**config.mk**
```make
export PLATFORM = sky130hd
export DESIGN_NAME = bitmap_page_run_allocator_flat
export DESIGN_NICKNAME = d
export VERILOG_FILES = /design/src/rtl/bpra_pkg.sv /design/src/rtl/bpra_if.sv /design/src/rtl/bpra_bitmap_ram.sv /design/src/rtl/bpra_scan_unit.sv /design/src/rtl/bitmap_page_run_allocator.sv /design/src/flat_wrapper.sv
export VERILOG_INCLUDE_DIRS = /design/src /design/src/rtl
export SDC_FILE = /design/constraint.sdc
export NUM_CORES = 2
export LEC_CHECK = 0
export CORE_UTILIZATION = 35
export CTS_CLUSTER_DIAMETER = 150
export DETAILED_ROUTE_END_ITERATION = 16
export DONT_BUFFER_PORTS = 1
export MAX_ROUTING_LAYER = met4
export SLEW_MARGIN = 30
export SYNTH_ARGS = -nofsm -noshare
export SYNTH_HDL_FRONTEND = slang
export SYNTH_SLANG_ARGS = --single-unit
```
**constraint.sdc**
```tcl
create_clock -name clk -period 7.5 [get_ports clk]
set_input_delay 1.5 -clock clk [delete_from_list [all_inputs] [get_ports clk]]
set_output_delay 1.5 -clock clk [all_outputs]
set_load 0.02 [all_outputs]
```
**src/rtl/assert_macros.svh**
```systemverilog
// Assertion macros shared by the page-run allocator RTL
`ifndef ASSERT_MACROS_SVH
`define ASSERT_MACROS_SVH

// Clocked property with asynchronous active-low reset
`define ASSERT_CLK(label, clk, rst_n, prop, msg) \
    label: assert property (@(posedge clk) disable iff (!rst_n) prop) \
        else $error(msg);

// Condition that must never be true at a clock edge
`define ASSERT_NEVER(label, clk, rst_n, cond, msg) \
    label: assert property (@(posedge clk) disable iff (!rst_n) !(cond)) \
        else $error(msg);

`endif

```
**src/rtl/bpra_pkg.sv**
```systemverilog
// Shared types and constants of the bitmap page-run allocator
`default_nettype none

package bpra_pkg;

    localparam int POOL_PAGES_DEFAULT = 4096;
    localparam int PAGE_SHIFT = 12;
    localparam int WORD_BITS  = 32;
    localparam int BIT_W      = 5;
    localparam int CNT_W      = 13;
    localparam int PCNT_W     = 17;
    localparam int ADDR_W     = 32;
    localparam int STATUS_W   = 2;
    localparam int CFG_IDX_W  = 1;
    localparam int CFG_DATA_W = 32;

    // Commands
    localparam logic CMD_ALLOC = 1'b0;
    localparam logic CMD_FREE  = 1'b1;

    // Result status codes
    localparam logic [STATUS_W-1:0] ST_OK      = 2'd0;
    localparam logic [STATUS_W-1:0] ST_NOSPACE = 2'd1;
    localparam logic [STATUS_W-1:0] ST_RANGE   = 2'd2;

    // Configuration register indexes
    localparam logic [CFG_IDX_W-1:0] REG_BASE = 1'b0;
    localparam logic [CFG_IDX_W-1:0] REG_POOL = 1'b1;

    localparam logic [CNT_W-1:0] POOL_RESET = 13'd4096;

    // Outcome of scanning one bitmap word
    typedef struct packed {
        logic             found;
        logic [BIT_W-1:0] end_bit;
        logic [CNT_W-1:0] next_carry;
    } scan_res_t;

endpackage

`default_nettype wire

```
**src/rtl/bpra_if.sv**
```systemverilog
// Request and response channel interfaces of the page-run allocator
`default_nettype none

interface bpra_req_if;
    import bpra_pkg::*;

    logic              valid;
    logic              ready;
    logic              command;
    logic [CNT_W-1:0]  page_count;
    logic [ADDR_W-1:0] address;

    modport source (output valid, output command, output page_count, output address,
                    input ready);
    modport sink   (input valid, input command, input page_count, input address,
                    output ready);
endinterface

interface bpra_rsp_if;
    import bpra_pkg::*;

    logic                valid;
    logic                ready;
    logic [STATUS_W-1:0] status;
    logic [ADDR_W-1:0]   start_address;

    modport source (output valid, output status, output start_address, input ready);
    modport sink   (input valid, input status, input start_address, output ready);
endinterface

`default_nettype wire

```
**src/rtl/bpra_bitmap_ram.sv**
```systemverilog
// Bitmap word memory: one write port, one registered read port
`default_nettype none

module bpra_bitmap_ram #(
    parameter int DEPTH = 128,
    parameter int AW    = 7
) (
    input  wire logic                           clk,
    input  wire logic                           we,
    input  wire logic [AW-1:0]                  wr_addr,
    input  wire logic [bpra_pkg::WORD_BITS-1:0] wr_data,
    input  wire logic [AW-1:0]                  rd_addr,
    output logic      [bpra_pkg::WORD_BITS-1:0] rd_data
);
    import bpra_pkg::*;

    logic [WORD_BITS-1:0] mem [DEPTH];
    logic [WORD_BITS-1:0] rd_data_reg;

    // Write and read one word per cycle
    always_ff @(posedge clk)
    begin
        if (we)
        begin
            mem[wr_addr] <= wr_data;
        end
        rd_data_reg <= mem[rd_addr];
    end

    assign rd_data = rd_data_reg;

endmodule

`default_nettype wire

```
**src/rtl/bpra_scan_unit.sv**
```systemverilog
// First-fit search over one 32-bit bitmap word, continuing a free run
`default_nettype none

module bpra_scan_unit (
    input  wire logic [bpra_pkg::WORD_BITS-1:0] used,
    input  wire logic [bpra_pkg::CNT_W-1:0]     carry,
    input  wire logic [bpra_pkg::CNT_W-1:0]     count,
    input  wire logic [bpra_pkg::WORD_BITS-1:0] win_mask,
    input  wire logic                           win_en,
    output bpra_pkg::scan_res_t                 res
);
    import bpra_pkg::*;

    logic [WORD_BITS-1:0] free_bits;
    logic [WORD_BITS-1:0] win_hit;
    logic [BIT_W:0]       low_free;
    logic [BIT_W-1:0]     top_free;
    logic [BIT_W-1:0]     hit_bit;
    logic [CNT_W-1:0]     need_a;
    logic                 hit_a;

    assign free_bits = ~used;

    // Mark every bit that ends a window of count free bits inside the word
    always_comb
    begin
        for (int j = 0; j < WORD_BITS; j++)
        begin
            win_hit[j] = win_en;
            for (int k = 0; k < WORD_BITS; k++)
            begin
                if (win_mask[k])
                begin
                    if (k > j)
                    begin
                        win_hit[j] = 1'b0;
                    end
                    else if (!free_bits[j-k])
                    begin
                        win_hit[j] = 1'b0;
                    end
                end
            end
        end
    end

    // Count free bits at the bottom and at the top, find the lowest window end
    always_comb
    begin
        low_free = 6'd32;
        hit_bit  = '0;
        for (int b = WORD_BITS - 1; b >= 0; b--)
        begin
            if (used[b])
            begin
                low_free = 6'(b);
            end
            if (win_hit[b])
            begin
                hit_bit = BIT_W'(b);
            end
        end
        top_free = '0;
        for (int b = 0; b < WORD_BITS; b++)
        begin
            if (used[b])
            begin
                top_free = BIT_W'(WORD_BITS - 1 - b);
            end
        end
    end

    // Run carried in from lower words completes at bit need_a
    assign need_a = count - carry - CNT_W'(1);
    assign hit_a  = need_a < {{(CNT_W-BIT_W-1){1'b0}}, low_free};

    always_comb
    begin
        res.found   = hit_a | (|win_hit);
        res.end_bit = hit_a ? need_a[BIT_W-1:0] : hit_bit;
        if (used == '0)
        begin
            res.next_carry = carry + CNT_W'(WORD_BITS);
        end
        else
        begin
            res.next_carry = {{(CNT_W-BIT_W){1'b0}}, top_free};
        end
    end

endmodule

`default_nettype wire

```
**src/rtl/bitmap_page_run_allocator.sv**
```systemverilog
// Top level of the bitmap page-run allocator: sequencer, registers, result stage
`default_nettype none
`include "assert_macros.svh"

// Page pool allocator over a used-bit bitmap kept in a 32-bit-wide memory.
// An allocate item scans the bitmap from page zero, one word per cycle through
// a single word-scan unit, for the lowest run of page_count free pages, then
// sets those bits in a read-modify-write pass over the words the run covers and
// returns base_address + page * 4096. A free item checks the address and the
// run against the pool and clears the bits the same way. One result per item.
// A zero page count answers ST_RANGE without touching the bitmap; an allocate
// on an empty pool or longer than the pool answers ST_NOSPACE without a scan,
// an allocate whose scan finds no run answers ST_NOSPACE, and a free outside
// the pool answers ST_RANGE after its check.
// One item is in work at a time; a finished result waits in the output
// register while the next item is taken. After reset a clearing pass writes
// POOL_PAGES/32 words, rounded up, before the first item is taken.
module bitmap_page_run_allocator #(
    parameter int POOL_PAGES = bpra_pkg::POOL_PAGES_DEFAULT
) (
    input  wire logic                            clk,
    input  wire logic                            rst_n,
    input  wire logic                            cfg_write,
    input  wire logic [bpra_pkg::CFG_IDX_W-1:0]  cfg_index,
    input  wire logic [bpra_pkg::CFG_DATA_W-1:0] cfg_data,
    bpra_req_if.sink                             request,
    bpra_rsp_if.source                           response
);
    import bpra_pkg::*;

    localparam int WORDS   = (POOL_PAGES + WORD_BITS - 1) / WORD_BITS;
    localparam int WADDR_W = (WORDS > 1) ? $clog2(WORDS) : 1;
    localparam int POS_W   = WADDR_W + BIT_W;
    localparam logic [WADDR_W-1:0] LAST_WORD = WADDR_W'(WORDS - 1);
    localparam logic [PCNT_W-1:0]  PAGES_MAX = PCNT_W'(POOL_PAGES);

    // Sequencer states
    localparam logic [2:0] S_CLEAR = 3'd0;
    localparam logic [2:0] S_IDLE  = 3'd1;
    localparam logic [2:0] S_CHECK = 3'd2;
    localparam logic [2:0] S_SCAN  = 3'd3;
    localparam logic [2:0] S_MARK  = 3'd4;
    localparam logic [2:0] S_RESP  = 3'd5;

    logic [2:0]            state_reg, state_next;
    logic [ADDR_W-1:0]     base_reg;
    logic [CNT_W-1:0]      pool_reg;
    logic                  out_valid_reg, out_valid_next;
    logic                  proc_valid_reg, proc_valid_next;
    logic [WADDR_W-1:0]    walk_addr_reg, walk_addr_next;
    logic [WADDR_W-1:0]    proc_addr_reg, proc_addr_next;
    logic [WADDR_W-1:0]    stop_addr_reg, stop_addr_next;

    logic                  cmd_reg, cmd_next;
    logic [CNT_W-1:0]      count_reg, count_next;
    logic [PCNT_W-1:0]     pages_reg, pages_next;
    logic [ADDR_W:0]       diff_reg, diff_next;
    logic [BIT_W-1:0]      last_bit_reg, last_bit_next;
    logic [CNT_W-1:0]      carry_reg, carry_next;
    logic [WORD_BITS-1:0]  win_mask_reg, win_mask_next;
    logic                  win_en_reg, win_en_next;
    logic [PCNT_W-1:0]     first_reg, first_next;
    logic [PCNT_W-1:0]     end_reg, end_next;
    logic                  set_reg, set_next;
    logic [STATUS_W-1:0]   status_reg, status_next;
    logic [STATUS_W-1:0]   out_status_reg, out_status_next;
    logic [ADDR_W-1:0]     out_start_reg, out_start_next;

    logic                  in_fire;
    logic                  out_load;
    logic [PCNT_W-1:0]     pool_ext;
    logic [PCNT_W-1:0]     active_pages;
    logic [PCNT_W-1:0]     active_m1;
    logic [PCNT_W-1:0]     count_ext;
    logic [PCNT_W+3:0]     run_top;
    logic [PCNT_W+3:0]     pages_wide;
    logic [WORD_BITS-1:0]  rd_data;
    logic [WORD_BITS-1:0]  pool_mask;
    logic [WORD_BITS-1:0]  scan_used;
    scan_res_t             scan_res;
    logic [PCNT_W-1:0]     found_end;
    logic [PCNT_W-1:0]     found_first;
    logic [WADDR_W-1:0]    first_word;
    logic [BIT_W-1:0]      mark_lo;
    logic [BIT_W-1:0]      mark_hi;
    logic [WORD_BITS-1:0]  mark_mask;
    logic                  ram_we;
    logic [WADDR_W-1:0]    ram_wr_addr;
    logic [WORD_BITS-1:0]  ram_wr_data;

    assign in_fire = request.valid && request.ready;
    assign request.ready = (state_reg == S_IDLE);

    // Pool size, saturated to the storage
    assign pool_ext     = {{(PCNT_W-CNT_W){1'b0}}, pool_reg};
    assign active_pages = (pool_ext > PAGES_MAX) ? PAGES_MAX : pool_ext;
    assign active_m1    = active_pages - PCNT_W'(1);
    assign count_ext    = {{(PCNT_W-CNT_W){1'b0}}, request.page_count};

    // Free range check: page index plus count against the pool
    assign run_top    = {1'b0, diff_reg[ADDR_W-1:PAGE_SHIFT]}
                        + (PCNT_W+4)'(count_reg);
    assign pages_wide = (PCNT_W+4)'(pages_reg);

    // Treat bits past the pool as used
    assign pool_mask = (proc_addr_reg == stop_addr_reg)
                       ? ({WORD_BITS{1'b1}} >> (BIT_W'(WORD_BITS - 1) - last_bit_reg))
                       : {WORD_BITS{1'b1}};
    assign scan_used = rd_data | ~pool_mask;

    bpra_scan_unit u_scan (
        .used       (scan_used),
        .carry      (carry_reg),
        .count      (count_reg),
        .win_mask   (win_mask_reg),
        .win_en     (win_en_reg),
        .res        (scan_res)
    );

    assign found_end   = {{(PCNT_W-POS_W){1'b0}}, proc_addr_reg, scan_res.end_bit};
    assign found_first = found_end - {{(PCNT_W-CNT_W){1'b0}}, count_reg} + PCNT_W'(1);

    // Bits of the run inside the word being written back
    assign first_word = first_reg[POS_W-1:BIT_W];
    assign mark_lo    = (proc_addr_reg == first_word) ? first_reg[BIT_W-1:0] : '0;
    assign mark_hi    = (proc_addr_reg == stop_addr_reg) ? end_reg[BIT_W-1:0]
                                                         : BIT_W'(WORD_BITS - 1);
    assign mark_mask  = ({WORD_BITS{1'b1}} << mark_lo)
                        & ({WORD_BITS{1'b1}} >> (BIT_W'(WORD_BITS - 1) - mark_hi));

    assign out_load = (state_reg == S_RESP) && (!out_valid_reg || response.ready);

    bpra_bitmap_ram #(
        .DEPTH (WORDS),
        .AW    (WADDR_W)
    ) u_ram (
        .clk     (clk),
        .we      (ram_we),
        .wr_addr (ram_wr_addr),
        .wr_data (ram_wr_data),
        .rd_addr (walk_addr_reg),
        .rd_data (rd_data)
    );

    // Sequencer
    always_comb
    begin
        state_next      = state_reg;
        walk_addr_next  = walk_addr_reg;
        proc_addr_next  = proc_addr_reg;
        proc_valid_next = proc_valid_reg;
        stop_addr_next  = stop_addr_reg;
        cmd_next        = cmd_reg;
        count_next      = count_reg;
        pages_next      = pages_reg;
        diff_next       = diff_reg;
        last_bit_next   = last_bit_reg;
        carry_next      = carry_reg;
        win_mask_next   = win_mask_reg;
        win_en_next     = win_en_reg;
        first_next      = first_reg;
        end_next        = end_reg;
        set_next        = set_reg;
        status_next     = status_reg;
        ram_we          = 1'b0;
        ram_wr_addr     = proc_addr_reg;
        ram_wr_data     = set_reg ? (rd_data | mark_mask) : (rd_data & ~mark_mask);

        unique case (state_reg)
            S_CLEAR:
            begin
                ram_we      = 1'b1;
                ram_wr_addr = walk_addr_reg;
                ram_wr_data = '0;
                if (walk_addr_reg == LAST_WORD)
                begin
                    walk_addr_next = '0;
                    state_next     = S_IDLE;
                end
                else
                begin
                    walk_addr_next = walk_addr_reg + WADDR_W'(1);
                end
            end

            S_IDLE:
            begin
                if (in_fire)
                begin
                    cmd_next        = request.command;
                    count_next      = request.page_count;
                    pages_next      = active_pages;
                    diff_next       = {1'b0, request.address} - {1'b0, base_reg};
                    carry_next      = '0;
                    win_en_next     = request.page_count <= CNT_W'(WORD_BITS);
                    win_mask_next   = (request.page_count >= CNT_W'(WORD_BITS))
                                      ? {WORD_BITS{1'b1}}
                                      : ~({WORD_BITS{1'b1}} << request.page_count[BIT_W-1:0]);
                    walk_addr_next  = '0;
                    proc_valid_next = 1'b0;
                    stop_addr_next  = active_m1[POS_W-1:BIT_W];
                    last_bit_next   = active_m1[BIT_W-1:0];
                    set_next        = 1'b1;
                    priority if (request.page_count == '0)
                    begin
                        status_next = ST_RANGE;
                        state_next  = S_RESP;
                    end
                    else if (request.command == CMD_FREE)
                    begin
                        state_next = S_CHECK;
                    end
                    else if (active_pages == '0 || count_ext > active_pages)
                    begin
                        status_next = ST_NOSPACE;
                        state_next  = S_RESP;
                    end
                    else
                    begin
                        state_next = S_SCAN;
                    end
                end
            end

            S_CHECK:
            begin
                if (diff_reg[ADDR_W] || run_top > pages_wide)
                begin
                    status_next = ST_RANGE;
                    state_next  = S_RESP;
                end
                else
                begin
                    first_next      = diff_reg[PAGE_SHIFT+PCNT_W-1:PAGE_SHIFT];
                    end_next        = run_top[PCNT_W-1:0] - PCNT_W'(1);
                    walk_addr_next  = diff_reg[PAGE_SHIFT+POS_W-1:PAGE_SHIFT+BIT_W];
                    stop_addr_next  = end_next[POS_W-1:BIT_W];
                    proc_valid_next = 1'b0;
                    set_next        = 1'b0;
                    state_next      = S_MARK;
                end
            end

            S_SCAN:
            begin
                // Advance the read pointer; the word read last cycle is in rd_data
                proc_addr_next  = walk_addr_reg;
                proc_valid_next = 1'b1;
                if (walk_addr_reg != stop_addr_reg)
                begin
                    walk_addr_next = walk_addr_reg + WADDR_W'(1);
                end
                if (proc_valid_reg)
                begin
                    priority if (scan_res.found)
                    begin
                        end_next        = found_end;
                        first_next      = found_first;
                        walk_addr_next  = found_first[POS_W-1:BIT_W];
                        stop_addr_next  = found_end[POS_W-1:BIT_W];
                        proc_valid_next = 1'b0;
                        state_next      = S_MARK;
                    end
                    else if (proc_addr_reg == stop_addr_reg)
                    begin
                        status_next = ST_NOSPACE;
                        state_next  = S_RESP;
                    end
                    else
                    begin
                        carry_next = scan_res.next_carry;
                    end
                end
            end

            S_MARK:
            begin
                // Read the next word while writing back the current one
                proc_addr_next  = walk_addr_reg;
                proc_valid_next = 1'b1;
                if (walk_addr_reg != stop_addr_reg)
                begin
                    walk_addr_next = walk_addr_reg + WADDR_W'(1);
                end
                if (proc_valid_reg)
                begin
                    ram_we = 1'b1;
                    if (proc_addr_reg == stop_addr_reg)
                    begin
                        status_next = ST_OK;
                        state_next  = S_RESP;
                    end
                end
            end

            S_RESP:
            begin
                if (out_load)
                begin
                    state_next = S_IDLE;
                end
            end

            default:
            begin
                state_next = S_IDLE;
            end
        endcase
    end

    // Result register
    always_comb
    begin
        out_valid_next  = out_valid_reg;
        out_status_next = out_status_reg;
        out_start_next  = out_start_reg;
        if (out_load)
        begin
            out_valid_next  = 1'b1;
            out_status_next = status_reg;
            if (status_reg == ST_OK && cmd_reg == CMD_ALLOC)
            begin
                out_start_next = base_reg
                                 + {{(ADDR_W-PCNT_W-PAGE_SHIFT){1'b0}}, first_reg,
                                    {PAGE_SHIFT{1'b0}}};
            end
            else
            begin
                out_start_next = '0;
            end
        end
        else if (response.ready)
        begin
            out_valid_next = 1'b0;
        end
    end

    assign response.valid         = out_valid_reg;
    assign response.status        = out_status_reg;
    assign response.start_address = out_start_reg;

    // Control state and configuration registers
    always_ff @(posedge clk or negedge rst_n)
    begin
        if (!rst_n)
        begin
            state_reg      <= S_CLEAR;
            walk_addr_reg  <= '0;
            proc_valid_reg <= 1'b0;
            out_valid_reg  <= 1'b0;
            base_reg       <= '0;
            pool_reg       <= POOL_RESET;
        end
        else
        begin
            state_reg      <= state_next;
            walk_addr_reg  <= walk_addr_next;
            proc_valid_reg <= proc_valid_next;
            out_valid_reg  <= out_valid_next;
            if (cfg_write && cfg_index == REG_BASE)
            begin
                base_reg <= cfg_data;
            end
            if (cfg_write && cfg_index == REG_POOL)
            begin
                pool_reg <= cfg_data[CNT_W-1:0];
            end
        end
    end

    // Datapath registers
    always_ff @(posedge clk)
    begin
        proc_addr_reg  <= proc_addr_next;
        stop_addr_reg  <= stop_addr_next;
        cmd_reg        <= cmd_next;
        count_reg      <= count_next;
        pages_reg      <= pages_next;
        diff_reg       <= diff_next;
        last_bit_reg   <= last_bit_next;
        carry_reg      <= carry_next;
        win_mask_reg   <= win_mask_next;
        win_en_reg     <= win_en_next;
        first_reg      <= first_next;
        end_reg        <= end_next;
        set_reg        <= set_next;
        status_reg     <= status_next;
        out_status_reg <= out_status_next;
        out_start_reg  <= out_start_next;
    end

    `ASSERT_CLK(a_accept_leaves_idle, clk, rst_n,
        in_fire |=> (state_reg != S_IDLE),
        "item accepted but sequencer stayed idle")
    `ASSERT_CLK(a_write_phase, clk, rst_n,
        ram_we |-> (state_reg == S_CLEAR || state_reg == S_MARK),
        "bitmap written outside clear or mark")
    `ASSERT_CLK(a_mark_in_run, clk, rst_n,
        (ram_we && state_reg == S_MARK)
            |-> (proc_addr_reg >= first_word && proc_addr_reg <= stop_addr_reg),
        "bitmap write outside the run")
    `ASSERT_CLK(a_start_only_ok, clk, rst_n,
        (out_valid_reg && out_start_reg != '0) |-> (out_status_reg == ST_OK),
        "start address on a failed item")

endmodule

`default_nettype wire
```
**src/flat_wrapper.sv**
```systemverilog
// flat-port wrapper written by rule: the top's interface ports become plain ports
module bitmap_page_run_allocator_flat import bpra_pkg::*;
#(
    parameter int POOL_PAGES = bpra_pkg::POOL_PAGES_DEFAULT
)
  (clk, rst_n, cfg_write, cfg_index, cfg_data, request_valid, request_command, request_page_count, request_address, request_ready, response_valid, response_status, response_start_address, response_ready);
  bpra_req_if request_i ();
  bpra_rsp_if response_i ();
  input  wire logic clk;
  input  wire logic rst_n;
  input  wire logic cfg_write;
  input  wire logic [bpra_pkg::CFG_IDX_W-1:0] cfg_index;
  input  wire logic [bpra_pkg::CFG_DATA_W-1:0] cfg_data;
  input wire logic [$bits(request_i.valid)-1:0] request_valid;
  input wire logic [$bits(request_i.command)-1:0] request_command;
  input wire logic [$bits(request_i.page_count)-1:0] request_page_count;
  input wire logic [$bits(request_i.address)-1:0] request_address;
  output wire logic [$bits(request_i.ready)-1:0] request_ready;
  output wire logic [$bits(response_i.valid)-1:0] response_valid;
  output wire logic [$bits(response_i.status)-1:0] response_status;
  output wire logic [$bits(response_i.start_address)-1:0] response_start_address;
  input wire logic [$bits(response_i.ready)-1:0] response_ready;
  assign request_i.valid = request_valid;
  assign request_i.command = request_command;
  assign request_i.page_count = request_page_count;
  assign request_i.address = request_address;
  assign request_ready = request_i.ready;
  assign response_valid = response_i.valid;
  assign response_status = response_i.status;
  assign response_start_address = response_i.start_address;
  assign response_i.ready = response_ready;
  bitmap_page_run_allocator #(.POOL_PAGES(POOL_PAGES)) u_core (.clk(clk), .rst_n(rst_n), .cfg_write(cfg_write), .cfg_index(cfg_index), .cfg_data(cfg_data), .request(request_i), .response(response_i));
endmodule
```
==> impl_metrics.env <==
export IMPL_outcome="complete, but fails checks"
export IMPL_violations="design-rule violations, negative setup slack"
export IMPL_drv_cap=0
export IMPL_ctsHoldBuffers=0
export IMPL_num_vias=95400
export IMPL_hold_path_class="in -> async"
export IMPL_cpPeakStageDelay_ns=0.64
export IMPL_p_leak_nw=64.3
export IMPL_drive_gt1_share_pct=30.7
export IMPL_regMostFlops="u_core.u_ram.mem"
export IMPL_yosys_cell_types_count=107
export IMPL_cp_required_ns=8.39
export IMPL_io_pins=120
export IMPL_final_cell_mix="edfxtp_1 (4268), mux4_2 (1344), buf_4 (606)"
export IMPL_avgSynthCellArea_sq_um=20.4
export IMPL_dr_pass1_iters=14
export IMPL_grt_total_usage_pct=21.2
export IMPL_grt_max_degree=148
export IMPL_dp_cells=15600
export IMPL_largest_register_ffs=4096
export IMPL_fin_nets=9534
export IMPL_n_fill_cell=44600
export IMPL_slew_headroom_pct=28.8
export IMPL_period_minus_slack_ns=7.53
export IMPL_tns_ns=-0.0279
export IMPL_rows=262
export IMPL_powerDensity_nw_per_um2=419
export IMPL_synth_area_sq_um=179000
export IMPL_cts_root_buf="clkbuf_16"
export IMPL_syn_inst=8774
export IMPL_clock_sinks=4357
export IMPL_async_flop_share_pct=1.31
export IMPL_worstPathMaxFanout=7
export IMPL_grt_pass1_vias=95200
export IMPL_clock_skew_ns=0.0954
export IMPL_crit_path_start_kind="register"
export IMPL_cts_tree="yes"
export IMPL_post_route_util_pct=40.5
export IMPL_ys_seq_elements=4357
export IMPL_endpoint_kind="register"
export IMPL_layout_commonest_cell="edfxtp_1"
export IMPL_hold_viol=0
export IMPL_crit_buf_inv=2
export IMPL_grt_pass1_wl_um=751000
export IMPL_place_congestion=0.907
export IMPL_die_h_um=716
export IMPL_antenna_found_initial=42
export IMPL_cp_common_cell="a21oi_2"
export IMPL_rsz0062_at_grt="true"
export IMPL_cts_max_level=5
export IMPL_ant_nets=0
export IMPL_clkTransAtPathRegs_ns=0.06
export IMPL_area_delta_synth_final_pct=15.4
export IMPL_cp_arrival_ns=8.42
export IMPL_die_area_sq_um=513000
export IMPL_synth_edf_count=4268
export IMPL_fin_cells=16500
export IMPL_syn_nets=8983
export IMPL_fin_crit_sh_pct=100
export IMPL_drtIter0Drc=14000
export IMPL_max_clock_freq_mhz=133
export IMPL_yosys_most_used_dff="edfxtp_1"
export IMPL_crit_family="compound AO/OA/AOI/OAI gates"
export IMPL_clockBufferDepth=4
export IMPL_drc=2
export IMPL_vias_per_cell=5.80
export IMPL_slew_violations=0
export IMPL_clkLatencyLatePin_ns=1.03
export IMPL_cp_slowest_cell="or4b_4"
export IMPL_worst_slack_ns=-0.0279
export IMPL_ys_warnings_count=0
export IMPL_routedWlPerCell_um=32.7
export IMPL_worst_pin_slew_ns=1.07
export IMPL_synth_seq_area_share_pct=72.9
export IMPL_grt_ovfl_total=0
export IMPL_chipWidth_um=716
export IMPL_setup_viol=1
export IMPL_irDropWorstVdd_v=0.000457
export IMPL_place_hpwl_um=328000
export IMPL_wl_um=539000
export IMPL_numPortBuffers=0
export IMPL_start_util_pct=35.1
export IMPL_critPathKind="reg -> reg"
export IMPL_cts_buffers=431
export IMPL_fp_coreArea_sq_um=509000
## synth_stat cells, types with 28 or more instances
| cell type | number | area share, % |
|---|---|---|
| buf_1 | 104 | 0.22 |
| o21ai_0 | 176 | 0.49 |
| o21a_1 | 36 | 0.15 |
| a21oi_1 | 146 | 0.41 |
| xnor2_1 | 65 | 0.32 |
| xor2_1 | 43 | 0.21 |
| dfxtp_1 | 32 | 0.36 |
| nor3_1 | 79 | 0.22 |
| dfrtp_1 | 56 | 0.78 |
| inv_1 | 137 | 0.29 |
| mux2i_1 | 29 | 0.16 |
| buf_2 | 41 | 0.11 |
| nor2_1 | 363 | 0.76 |
| a221oi_1 | 39 | 0.19 |
| clkbuf_1 | 390 | 0.82 |
| nor2b_1 | 44 | 0.15 |
| a31oi_1 | 28 | 0.098 |
| edfxtp_1 | 4268 | 72 |
| nand3_1 | 104 | 0.29 |
| mux2_2 | 47 | 0.30 |
| a22oi_1 | 167 | 0.70 |
| a222oi_1 | 33 | 0.18 |
| mux4_2 | 1344 | 17 |
| a211oi_1 | 30 | 0.13 |
| nand4_1 | 57 | 0.20 |
| nand2_1 | 282 | 0.59 |
| a22o_1 | 28 | 0.14 |
| ha_1 | 121 | 0.85 |
| nor4_1 | 42 | 0.15 |
| a21o_1 | 35 | 0.15 |
| nand2b_1 | 34 | 0.12 |
## power by group
part / switching [mW] / total, mW / internal (mW)
combinational: 20.2 / 30.4 / 10.2
clock: 9.32 / 21.2 / 11.9
sequential: 0.792 / 34.7 / 33.9
## path summary, 6_finish.rpt
kind | startpoint | endpoint | slack [ns] | cells past startpoint
max | u_core.win_mask_reg[29]$_SDFFCE_PP1P_ | u_core.walk_addr_reg[6]$_DFFE_PN0P_ | -0.03 | 29
min | rst_n | u_core.base_reg[16]$_DFFE_PN0P_ | 0.19 | 0
max reg2reg | u_core.win_mask_reg[29]$_SDFFCE_PP1P_ | u_core.walk_addr_reg[6]$_DFFE_PN0P_ | -0.03 | 29
min reg2reg | u_core.base_reg[0]$_DFFE_PN0P_ | u_core.base_reg[0]$_DFFE_PN0P_ | 0.54 | 1
max in group asynchronous | rst_n | u_core.pool_reg[12]$_DFFE_PN1P_ | 7.12 | 0
min in group clk | u_core.base_reg[0]$_DFFE_PN0P_ | u_core.base_reg[0]$_DFFE_PN0P_ | 0.54 | 1
## cells by family after synthesis
group | after synthesis | synth area share [%]
muxes | 1420 | 17.4
adders and majority gates | 126 | 0.898
and+or+nand+nor | 1163 | 3.17
AOI/OAI and AO/OA | 913 | 3.56
DFF | 4357 | 72.9
buffers and inverters | 683 | 1.50
xor gates and xnor gates | 112 | 0.566
## metrics by stage
| step | power (mW) | area, sq um | setup slack (ns) | hold WS [ns] |
|---|---|---|---|---|
| 4_1_cts | 86.5 | 206000 | 0.00863 | 0.113 |
| 6_report | 86.4 | 206000 | -0.0279 | 0.187 |
| 2_1_floorplan | 52.1 | 179000 | 0.0150 | 0.423 |
| 3_3_place_gp | 64.5 | 191000 | -0.474 | 0.523 |
| 3_5_place_dp | 65.4 | 192000 | -0.283 | 0.527 |
| 5_1_grt | 88.9 | 206000 | -0.257 | 0.160 |
## cell type report
class | instances | area (sq um) | area share (%)
Sequential cell | 4357 | 130000 | 63.2
Multi-Input combinational cell | 3734 | 47300 | 23.0
Clock buffer | 539 | 11500 | 5.56
Tap cell | 6732 | 8420 | 4.09
Timing Repair Buffer | 663 | 5730 | 2.78
Clock inverter | 258 | 2290 | 1.11
Inverter | 138 | 526 | 0.255
Antenna cell | 36 | 90.1 | 0.0437
## routing by layer
| metal | up-vias | routed length, um | track usage [%] | part of all wire [%] |
|---|---|---|---|---|
| met5 | - | 0 | - | 0 |
| met4 | 0 | 17000 | 6.00 | 3.2 |
| met3 | 902 | 43200 | 3.08 | 8.0 |
| met2 | 4814 | 258000 | 33.1 | 48 |
| met1 | 51500 | 220000 | 29.0 | 41 |
| li1 | 38100 | - | - | - |
## timing repair
action / 4_1_cts / 5_1_grt
setup endpoints to repair: 9 / 15
gates resized for setup: 15 / 57
pin swaps: 4 / 54
setup buffers: 4 / 12
(Power assumes the default switching activity.)
